<file path="src/rtl/ilp_pkg.sv">
// ilp_pkg: shared types, character codes and range tables for the
// integer literal parser. No dependencies.

package ilp_pkg;

	typedef enum logic [2:0] {
		PH_FRESH  = 3'd0,
		PH_SIGN   = 3'd1,
		PH_ZERO   = 3'd2,
		PH_XPFX   = 3'd3,
		PH_DIGITS = 3'd4,
		PH_BAD    = 3'd5,
		PH_WS     = 3'd6
	} phase_t;

	typedef enum logic [1:0] {
		RX_DEC = 2'd0,
		RX_OCT = 2'd1,
		RX_HEX = 2'd2
	} radix_t;

	typedef enum logic [1:0] {
		ST_OK      = 2'd0,
		ST_INVALID = 2'd1,
		ST_RANGE   = 2'd2
	} status_t;

	typedef enum logic [2:0] {
		W_NONE = 3'd0,
		W_8    = 3'd1,
		W_16   = 3'd2,
		W_32   = 3'd3,
		W_64   = 3'd4
	} width_t;

	localparam logic [7:0] CH_NUL   = 8'h00;
	localparam logic [7:0] CH_TAB   = 8'h09;
	localparam logic [7:0] CH_CR    = 8'h0d;
	localparam logic [7:0] CH_SPACE = 8'h20;
	localparam logic [7:0] CH_PLUS  = 8'h2b;
	localparam logic [7:0] CH_MINUS = 8'h2d;
	localparam logic [7:0] CH_0     = 8'h30;
	localparam logic [7:0] CH_1     = 8'h31;
	localparam logic [7:0] CH_9     = 8'h39;
	localparam logic [7:0] CH_UA    = 8'h41;
	localparam logic [7:0] CH_UF    = 8'h46;
	localparam logic [7:0] CH_UX    = 8'h58;
	localparam logic [7:0] CH_LA    = 8'h61;
	localparam logic [7:0] CH_LF    = 8'h66;
	localparam logic [7:0] CH_LX    = 8'h78;

	// digit value; NO_DIGIT for anything that is not a digit in any radix
	localparam logic [4:0] NO_DIGIT = 5'd31;

	localparam logic [63:0] SMAX8  = 64'h0000_0000_0000_007f;
	localparam logic [63:0] SMAX16 = 64'h0000_0000_0000_7fff;
	localparam logic [63:0] SMAX32 = 64'h0000_0000_7fff_ffff;
	localparam logic [63:0] SMAX64 = 64'h7fff_ffff_ffff_ffff;
	localparam logic [63:0] UMAX8  = 64'h0000_0000_0000_00ff;
	localparam logic [63:0] UMAX16 = 64'h0000_0000_0000_ffff;
	localparam logic [63:0] UMAX32 = 64'h0000_0000_ffff_ffff;
	localparam logic [63:0] UMAX64 = 64'hffff_ffff_ffff_ffff;

	function automatic logic [4:0] digit_val(input logic [7:0] c);
		logic [4:0] d;
		d = NO_DIGIT;
		if (c >= CH_0 && c <= CH_9) begin
			d = 5'(c - CH_0);
		end else if (c >= CH_LA && c <= CH_LF) begin
			d = 5'(c - CH_LA) + 5'd10;
		end else if (c >= CH_UA && c <= CH_UF) begin
			d = 5'(c - CH_UA) + 5'd10;
		end
		return d;
	endfunction

	function automatic logic [4:0] radix_of(input radix_t r);
		logic [4:0] v;
		case (r)
			RX_OCT:  v = 5'd8;
			RX_HEX:  v = 5'd16;
			default: v = 5'd10;
		endcase
		return v;
	endfunction

	function automatic logic [63:0] smax_of(input logic [2:0] w);
		logic [63:0] v;
		case (w)
			W_8:     v = SMAX8;
			W_16:    v = SMAX16;
			W_32:    v = SMAX32;
			default: v = SMAX64;
		endcase
		return v;
	endfunction

	function automatic logic [63:0] umax_of(input logic [2:0] w);
		logic [63:0] v;
		case (w)
			W_8:     v = UMAX8;
			W_16:    v = UMAX16;
			W_32:    v = UMAX32;
			default: v = UMAX64;
		endcase
		return v;
	endfunction

endpackage

</file>
<file path="src/rtl/integer_literal_parser.sv">
// integer_literal_parser: one character per transaction, strtoll/strtoull
// style integer literal parse with auto radix and optional range check.
// Depends on ilp_pkg.
//
//   channel | handshake          | payload
//   --------+--------------------+-------------------------------
//   in      | in_valid/in_stall  | char_code, width_code, is_signed
//   out     | out_valid/out_stall| value, status
//
// One character per cycle unless a zero byte waits; its parse step sets out_valid.
// Input register feeds the parse step, which writes the result register.
// Only a zero byte needs the result register free; other characters never
// wait on out_stall.
// Reset returns to the fresh phase (PH_FRESH) with both registers empty.

module integer_literal_parser (
	input  logic        clk,
	input  logic        arst_n,
	input  logic        in_valid,
	output logic        in_stall,
	input  logic [7:0]  char_code,
	input  logic [2:0]  width_code,
	input  logic        is_signed,
	output logic        out_valid,
	input  logic        out_stall,
	output logic [63:0] value,
	output logic [1:0]  status
);

	logic        valid_s1;
	logic [7:0]  char_s1;
	logic [2:0]  width_s1;
	logic        signed_s1;

	ilp_pkg::phase_t phase_q, phase_d;
	ilp_pkg::radix_t radix_q, radix_d;
	logic        neg_q, neg_d;
	logic [63:0] acc_q, acc_d;
	logic        ovf_q, ovf_d;
	logic        seen_q, seen_d;
	logic [2:0]  lwidth_q;
	logic        lsigned_q;

	logic        out_valid_q;
	logic [63:0] value_q;
	logic [1:0]  status_q;

	logic        step;
	logic        is_nul;
	logic [2:0]  eff_width;
	logic        eff_signed;
	logic [4:0]  dig;
	logic        is_ws;
	logic        add_en;
	ilp_pkg::radix_t add_radix;
	logic [67:0] prod;
	logic [67:0] sum;
	logic [63:0] limit;
	logic        ovf_now;

	logic [2:0]  chk_w;
	logic [63:0] res_value;
	logic [1:0]  res_status;
	logic [63:0] wrapped;

	assign is_nul     = (char_s1 == ilp_pkg::CH_NUL);
	assign step       = valid_s1 && (!is_nul || !out_valid_q || !out_stall);
	assign in_stall   = valid_s1 && !step;
	assign eff_width  = (phase_q == ilp_pkg::PH_FRESH) ? width_s1 : lwidth_q;
	assign eff_signed = (phase_q == ilp_pkg::PH_FRESH) ? signed_s1 : lsigned_q;
	assign dig        = ilp_pkg::digit_val(char_s1);
	assign is_ws      = (char_s1 == ilp_pkg::CH_SPACE) ||
		(char_s1 inside {[ilp_pkg::CH_TAB:ilp_pkg::CH_CR]});

	always_ff @(posedge clk or negedge arst_n) begin
		if (!arst_n) begin
			valid_s1 <= 1'b0;
		end else if (!in_stall) begin
			valid_s1 <= in_valid;
		end
	end

	always_ff @(posedge clk) begin
		if (!in_stall && in_valid) begin
			char_s1   <= char_code;
			width_s1  <= width_code;
			signed_s1 <= is_signed;
		end
	end

	// next state: phase and digit decode
	always_comb begin
		phase_d   = phase_q;
		radix_d   = radix_q;
		neg_d     = neg_q;
		seen_d    = seen_q;
		add_en    = 1'b0;
		add_radix = radix_q;
		if (is_nul) begin
			phase_d = ilp_pkg::PH_FRESH;
			radix_d = ilp_pkg::RX_DEC;
			neg_d   = 1'b0;
			seen_d  = 1'b0;
		end else begin
			case (phase_q)
				ilp_pkg::PH_FRESH, ilp_pkg::PH_WS, ilp_pkg::PH_SIGN: begin
					if (phase_q != ilp_pkg::PH_SIGN && is_ws) begin
						phase_d = ilp_pkg::PH_WS;
					end else if (phase_q != ilp_pkg::PH_SIGN &&
						(char_s1 == ilp_pkg::CH_PLUS || char_s1 == ilp_pkg::CH_MINUS)) begin
						neg_d   = (char_s1 == ilp_pkg::CH_MINUS);
						phase_d = ilp_pkg::PH_SIGN;
					end else if (char_s1 == ilp_pkg::CH_0) begin
						seen_d  = 1'b1;
						phase_d = ilp_pkg::PH_ZERO;
					end else if (char_s1 inside {[ilp_pkg::CH_1:ilp_pkg::CH_9]}) begin
						radix_d   = ilp_pkg::RX_DEC;
						add_radix = ilp_pkg::RX_DEC;
						add_en    = 1'b1;
						phase_d   = ilp_pkg::PH_DIGITS;
					end else begin
						phase_d = ilp_pkg::PH_BAD;
					end
				end
				ilp_pkg::PH_ZERO: begin
					if (char_s1 == ilp_pkg::CH_LX || char_s1 == ilp_pkg::CH_UX) begin
						phase_d = ilp_pkg::PH_XPFX;
					end else if (dig < 5'd8) begin
						radix_d   = ilp_pkg::RX_OCT;
						add_radix = ilp_pkg::RX_OCT;
						add_en    = 1'b1;
						phase_d   = ilp_pkg::PH_DIGITS;
					end else begin
						phase_d = ilp_pkg::PH_BAD;
					end
				end
				ilp_pkg::PH_XPFX: begin
					if (dig < 5'd16) begin
						radix_d   = ilp_pkg::RX_HEX;
						add_radix = ilp_pkg::RX_HEX;
						add_en    = 1'b1;
						phase_d   = ilp_pkg::PH_DIGITS;
					end else begin
						phase_d = ilp_pkg::PH_BAD;
					end
				end
				ilp_pkg::PH_DIGITS: begin
					if (dig < ilp_pkg::radix_of(radix_q)) begin
						add_en = 1'b1;
					end else begin
						phase_d = ilp_pkg::PH_BAD;
					end
				end
				default: begin
					phase_d = ilp_pkg::PH_BAD;
				end
			endcase
			if (add_en) begin
				seen_d = 1'b1;
			end
		end
	end

	// acc*radix + digit, overflow when it passes the magnitude limit
	always_comb begin
		case (add_radix)
			ilp_pkg::RX_OCT: prod = {1'b0, acc_q, 3'b000};
			ilp_pkg::RX_HEX: prod = {acc_q, 4'b0000};
			default:         prod = {1'b0, acc_q, 3'b000} + {3'b000, acc_q, 1'b0};
		endcase
		sum = prod + {64'd0, dig[3:0]};
		if (eff_signed) begin
			limit = neg_q ? (ilp_pkg::SMAX64 + 64'd1) : ilp_pkg::SMAX64;
		end else begin
			limit = ilp_pkg::UMAX64;
		end
		ovf_now = (sum > {4'b0000, limit});
		acc_d = acc_q;
		ovf_d = ovf_q;
		if (is_nul) begin
			acc_d = '0;
			ovf_d = 1'b0;
		end else if (add_en && !ovf_q) begin
			if (ovf_now) begin
				ovf_d = 1'b1;
			end else begin
				acc_d = sum[63:0];
			end
		end
	end

	// result for a zero byte
	always_comb begin
		chk_w      = (eff_width <= ilp_pkg::W_64) ? eff_width : ilp_pkg::W_NONE;
		wrapped    = 64'd0 - acc_q;
		res_value  = '0;
		res_status = ilp_pkg::ST_INVALID;
		if ((phase_q == ilp_pkg::PH_ZERO || phase_q == ilp_pkg::PH_DIGITS) && seen_q) begin
			if (ovf_q) begin
				res_status = ilp_pkg::ST_RANGE;
				if (eff_signed) begin
					res_value = neg_q ? (ilp_pkg::SMAX64 + 64'd1) : ilp_pkg::SMAX64;
				end else begin
					res_value = ilp_pkg::UMAX64;
				end
			end else begin
				res_value  = neg_q ? wrapped : acc_q;
				res_status = ilp_pkg::ST_OK;
				if (eff_signed) begin
					if (acc_q > (ilp_pkg::smax_of(chk_w) + {63'd0, neg_q})) begin
						res_status = ilp_pkg::ST_RANGE;
					end
				end else if (res_value > ilp_pkg::umax_of(chk_w)) begin
					res_status = ilp_pkg::ST_RANGE;
				end
			end
		end
	end

	always_ff @(posedge clk or negedge arst_n) begin
		if (!arst_n) begin
			phase_q   <= ilp_pkg::PH_FRESH;
			radix_q   <= ilp_pkg::RX_DEC;
			neg_q     <= 1'b0;
			acc_q     <= '0;
			ovf_q     <= 1'b0;
			seen_q    <= 1'b0;
			lwidth_q  <= '0;
			lsigned_q <= 1'b0;
		end else if (step) begin
			phase_q   <= phase_d;
			radix_q   <= radix_d;
			neg_q     <= neg_d;
			acc_q     <= acc_d;
			ovf_q     <= ovf_d;
			seen_q    <= seen_d;
			lwidth_q  <= is_nul ? 3'd0 : eff_width;
			lsigned_q <= is_nul ? 1'b0 : eff_signed;
		end
	end

	always_ff @(posedge clk or negedge arst_n) begin
		if (!arst_n) begin
			out_valid_q <= 1'b0;
		end else if (step && is_nul) begin
			out_valid_q <= 1'b1;
		end else if (!out_stall) begin
			out_valid_q <= 1'b0;
		end
	end

	always_ff @(posedge clk) begin
		if (step && is_nul) begin
			value_q  <= res_value;
			status_q <= res_status;
		end
	end

	assign out_valid = out_valid_q;
	assign value     = value_q;
	assign status    = status_q;

	a_invalid_zero: assert property (@(posedge clk) disable iff (!arst_n)
		out_valid_q && status_q == ilp_pkg::ST_INVALID |-> value_q == 64'd0)
		else $error("invalid result with nonzero value");

	a_stall_cause: assert property (@(posedge clk) disable iff (!arst_n)
		in_stall |-> valid_s1 && is_nul && out_valid_q && out_stall)
		else $error("input stalled without a blocked result");

	a_nul_resets: assert property (@(posedge clk) disable iff (!arst_n)
		step && is_nul |=> phase_q == ilp_pkg::PH_FRESH && acc_q == 64'd0 && !ovf_q)
		else $error("state not cleared after end of literal");

	a_digits_seen: assert property (@(posedge clk) disable iff (!arst_n)
		phase_q == ilp_pkg::PH_DIGITS |-> seen_q)
		else $error("digit phase without a digit");

	a_ovf_hold: assert property (@(posedge clk) disable iff (!arst_n)
		step && !is_nul && ovf_q |=> ovf_q && $stable(acc_q))
		else $error("accumulator changed after overflow");

endmodule

</file>
<file path="config.mk">
export PLATFORM = sky130hd
export DESIGN_NAME = integer_literal_parser
export DESIGN_NICKNAME = d
export VERILOG_FILES = /design/src/rtl/ilp_pkg.sv /design/src/rtl/integer_literal_parser.sv
export SDC_FILE = /design/constraint.sdc
export NUM_CORES = 1
export LEC_CHECK = 0
export ABC_CLOCK_PERIOD_IN_PS = 9500
export BUFFER_PORTS_ARGS = -buffer_cell sky130_fd_sc_hd__buf_4
export CAP_MARGIN = 15
export CORE_MARGIN = 1
export CORE_UTILIZATION = 58
export CTS_CLUSTER_SIZE = 14
export DETAILED_ROUTE_END_ITERATION = 12
export GPL_TIMING_DRIVEN = 1
export PLACE_DENSITY = 0.79
export SYNTH_ARGS = -nofsm -noshare
export SYNTH_HDL_FRONTEND = slang
export SYNTH_SLANG_ARGS = --single-unit
export TNS_END_PERCENT = 50
</file>
<file path="constraint.sdc">
create_clock -name clk -period 9.5 [get_ports clk]
set_input_delay 0.95 -clock clk [delete_from_list [all_inputs] [get_ports clk]]
set_output_delay 0.95 -clock clk [all_outputs]
set_load 0.005 [all_outputs]
</file>
==> metrics.txt <==
worst slew pin tran 1460 ps; Max-Cap Viols 0; Max Fclk 110 MHz; IO Count 84; fin nets 2846; Fin. Hold Viols 0; Slew HR 1.73%; CTS tree built; final period utilization 95.4%; Worst Path Required 9850 ps; Net Count, Synth 2790; DIE AREA 0.0352 mm²; yosys warns 0; Synth Flop Type edfxtp_1; total gr overflow 0; Hold Path Class flip-flop to flip-flop; final wirelength 74000 µm; Initial DRC Count 2548; Initial Util 59.3%; crit path DAT 9410 ps; post-DP HPWL 56000 µm; Antenna Nets Post-Route 0; Most Frequent Cell on Critical Path a21oi_1; final worst slack 434 ps; layout cells sized above 1 11.3%; first-pass GRT wire length 111000 µm; CP endpoint kind flip-flop; fin crit period 9070 ps; cells after synthesis 2510; most common cell after layout, fill and taps aside ha_1; number of synthesized register bits 156; total CTS buffers 17; worst stage delay on the critical path 520 ps; clk buf depth 2; Std-Cell Rows 67; synthesized area per cell 7.96 µm²; status finished clean; final setup TNS 0 ps; final-report setup violation count 0; drt wl/cell 24.4 µm; root buffer cell clkbuf_16; GP Congestion 1.04; number of synthesized flops with an enable pin 78; post-synthesis mux area share 0.945%; clock skew 21.8 ps; H-tree levels 4; final slew viol count 0; worst r2r src char_s1[0]; Worst Setup Start Kind flip-flop; compound-cell area share of the yosys netlist 26.3%; clock sink count 156; Netlist cell types 85; source of the critical timing path char_s1[0]; die height 188 µm; CORE AREA 0.0337 mm²; Synth-to-Final Area Change 10.0%; largest net degree at the start of global routing 79; Post-Synth XOR/XNOR Area 6.70%; hold path start lwidth_q[0]; drt pass-1 iters 7; PortBufs 83; sequential fraction of the synthesis area 21.5%; Worst path slowest cell or4_4; crit-path max FO 26; Vias/cell 6.95; clock transition at the registers of the reported paths 70 ps; main combinational cell family by area after synthesis compound AO/OA/AOI/OAI gates; DRC Markers 0; All-Layer GR Usage 40.5%; Worst Setup Path Type flip-flop to flip-flop; Place WS -84.5 ps; most frequent cells in the layout ha_1, nor2_1, nand2_1, a21oi_1, inv_1; initial antenna violation count 1; vias in the first global route 19900; Synth Area in Adders 16.6%; Clock Latency Late Sink 480 ps; synthesized cell area 0.0200 mm²; Synth Area in Simple Gates 22.2%; Ant. Diodes 0; DR vias 21000; Post-synth ARST share 50.0%; Die X 188 µm
## path summary, 6_finish.rpt
check,to,slack (ps),depth (start not counted)
setup reg to reg,acc_q[4],430,42
hold / removal,lwidth_q[0],490,2
hold reg to reg,lwidth_q[0],490,2
setup / recovery,acc_q[4],430,42
max in group asynchronous,ovf_q,8060,1
min in group asynchronous,lwidth_q[2],630,1
## worst max-delay path, delay by kind of cell, from the launching register on
family | cells | cell delay [ps]
buf+inv | 6 | 920
mux | 1 | 400
compound gates | 12 | 1990
fa+ha+maj | 4 | 960
xor+xnor | 1 | 200
flops | 1 | 410
simple gates | 18 | 4010
## registers in the layout, summed over array words and instances (netlist names)
signal	cells
phase_q	3
width_s1	3
lwidth_q	3
ovf_q	1
out_valid	1
value	64
neg_q	1
acc_q	64
radix_q	2
seen_q	1
valid_s1	1
status	2
char_s1	8
signed_s1	1
lsigned_q	1
## cells in the mapped netlist, types with 8 or more instances
| library cell | n | area share [%] |
|---|---|---|
| nand3_1 | 45 | 1.1 |
| or3_1 | 25 | 0.78 |
| a22oi_1 | 15 | 0.56 |
| a31oi_1 | 16 | 0.50 |
| nand2b_1 | 53 | 1.7 |
| o21a_1 | 16 | 0.60 |
| nor3_1 | 51 | 1.3 |
| o22ai_1 | 18 | 0.56 |
| clkbuf_1 | 73 | 1.4 |
| a211oi_1 | 19 | 0.71 |
| and4_1 | 8 | 0.35 |
| or4_1 | 10 | 0.38 |
| buf_1 | 19 | 0.36 |
| ha_1 | 262 | 16 |
| and3_1 | 10 | 0.31 |
| and2_1 | 17 | 0.53 |
| nor4_1 | 31 | 0.97 |
| a21o_1 | 58 | 2.2 |
| nand4_1 | 83 | 2.6 |
| o22ai_2 | 60 | 3.8 |
| o31ai_1 | 32 | 1.2 |
| nor2b_1 | 37 | 1.2 |
| a21oi_1 | 191 | 4.8 |
| a221oi_1 | 36 | 1.6 |
| o221ai_1 | 24 | 1.1 |
| xor2_1 | 37 | 1.6 |
| inv_1 | 167 | 3.1 |
| nand3b_1 | 10 | 0.38 |
| nand2_1 | 208 | 3.9 |
| o211ai_1 | 18 | 0.68 |
| dfrtp_1 | 78 | 9.8 |
| mux2i_1 | 14 | 0.70 |
| edfxtp_1 | 78 | 12 |
| or2_2 | 16 | 0.50 |
| o21bai_1 | 9 | 0.34 |
| o21ai_0 | 158 | 4.0 |
| o41ai_1 | 8 | 0.35 |
| xnor2_1 | 116 | 5.1 |
| nor2_1 | 258 | 4.8 |
## routing by layer
metal,GRT usage [%],part of all wire (%),vias up
met5,0,0.023,-
met4,18.5,5.1,2
met3,12.4,13,304
met2,61.6,42,1344
met1,52.6,40,9880
li1,-,-,9498
## layout make-up
class                           count  area, µm²
Multi-Input combinational cell   2083      14700
Fill cell                        2768      11700
Sequential cell                   156       4300
Timing Repair Buffer              139       1210
Inverter                          169        638
Tap cell                          448        561
Clock buffer                       20        479
Clock inverter                     12        116
## per-stage QoR
stage	utilization [%]	area, µm²	hold WS, ps	cells
final	65.3	22000	486	3027
after global routing	65.3	22000	538	3027
after CTS	64.3	21700	490	3009
after detailed placement	62.5	21100	474	2976
after global placement	62.5	21100	465	2976
after floorplan	-	20000	449	2510
## kinds of logic (layout without fill, tap and decap cells)
logic type                 after synthesis  in the layout
AOI/OAI and AO/OA                      753            756
xor gates and xnor gates               153            153
and+or+nand+nor                        891            892
adders and majority gates              264            264
muxes                                   18             18
buffers and inverters                  275            340
DFF                                    156            156
## timing repair
| action | in CTS | in global routing |
|---|---|---|
| resized for setup | 1 | 15 |
| setup buffers | 0 | 15 |
| pin swaps | 1 | 6 |
| endpoints found under the hold margin | 0 | 0 |
| setup endpoints to repair | 64 | 65 |
| cloned | 1 | 3 |
| hold buffers | 0 | 0 |
Power is left out: the tool's default activity adds up to more than one toggle a clock period on the data nets, which glitch-free logic cannot reach.
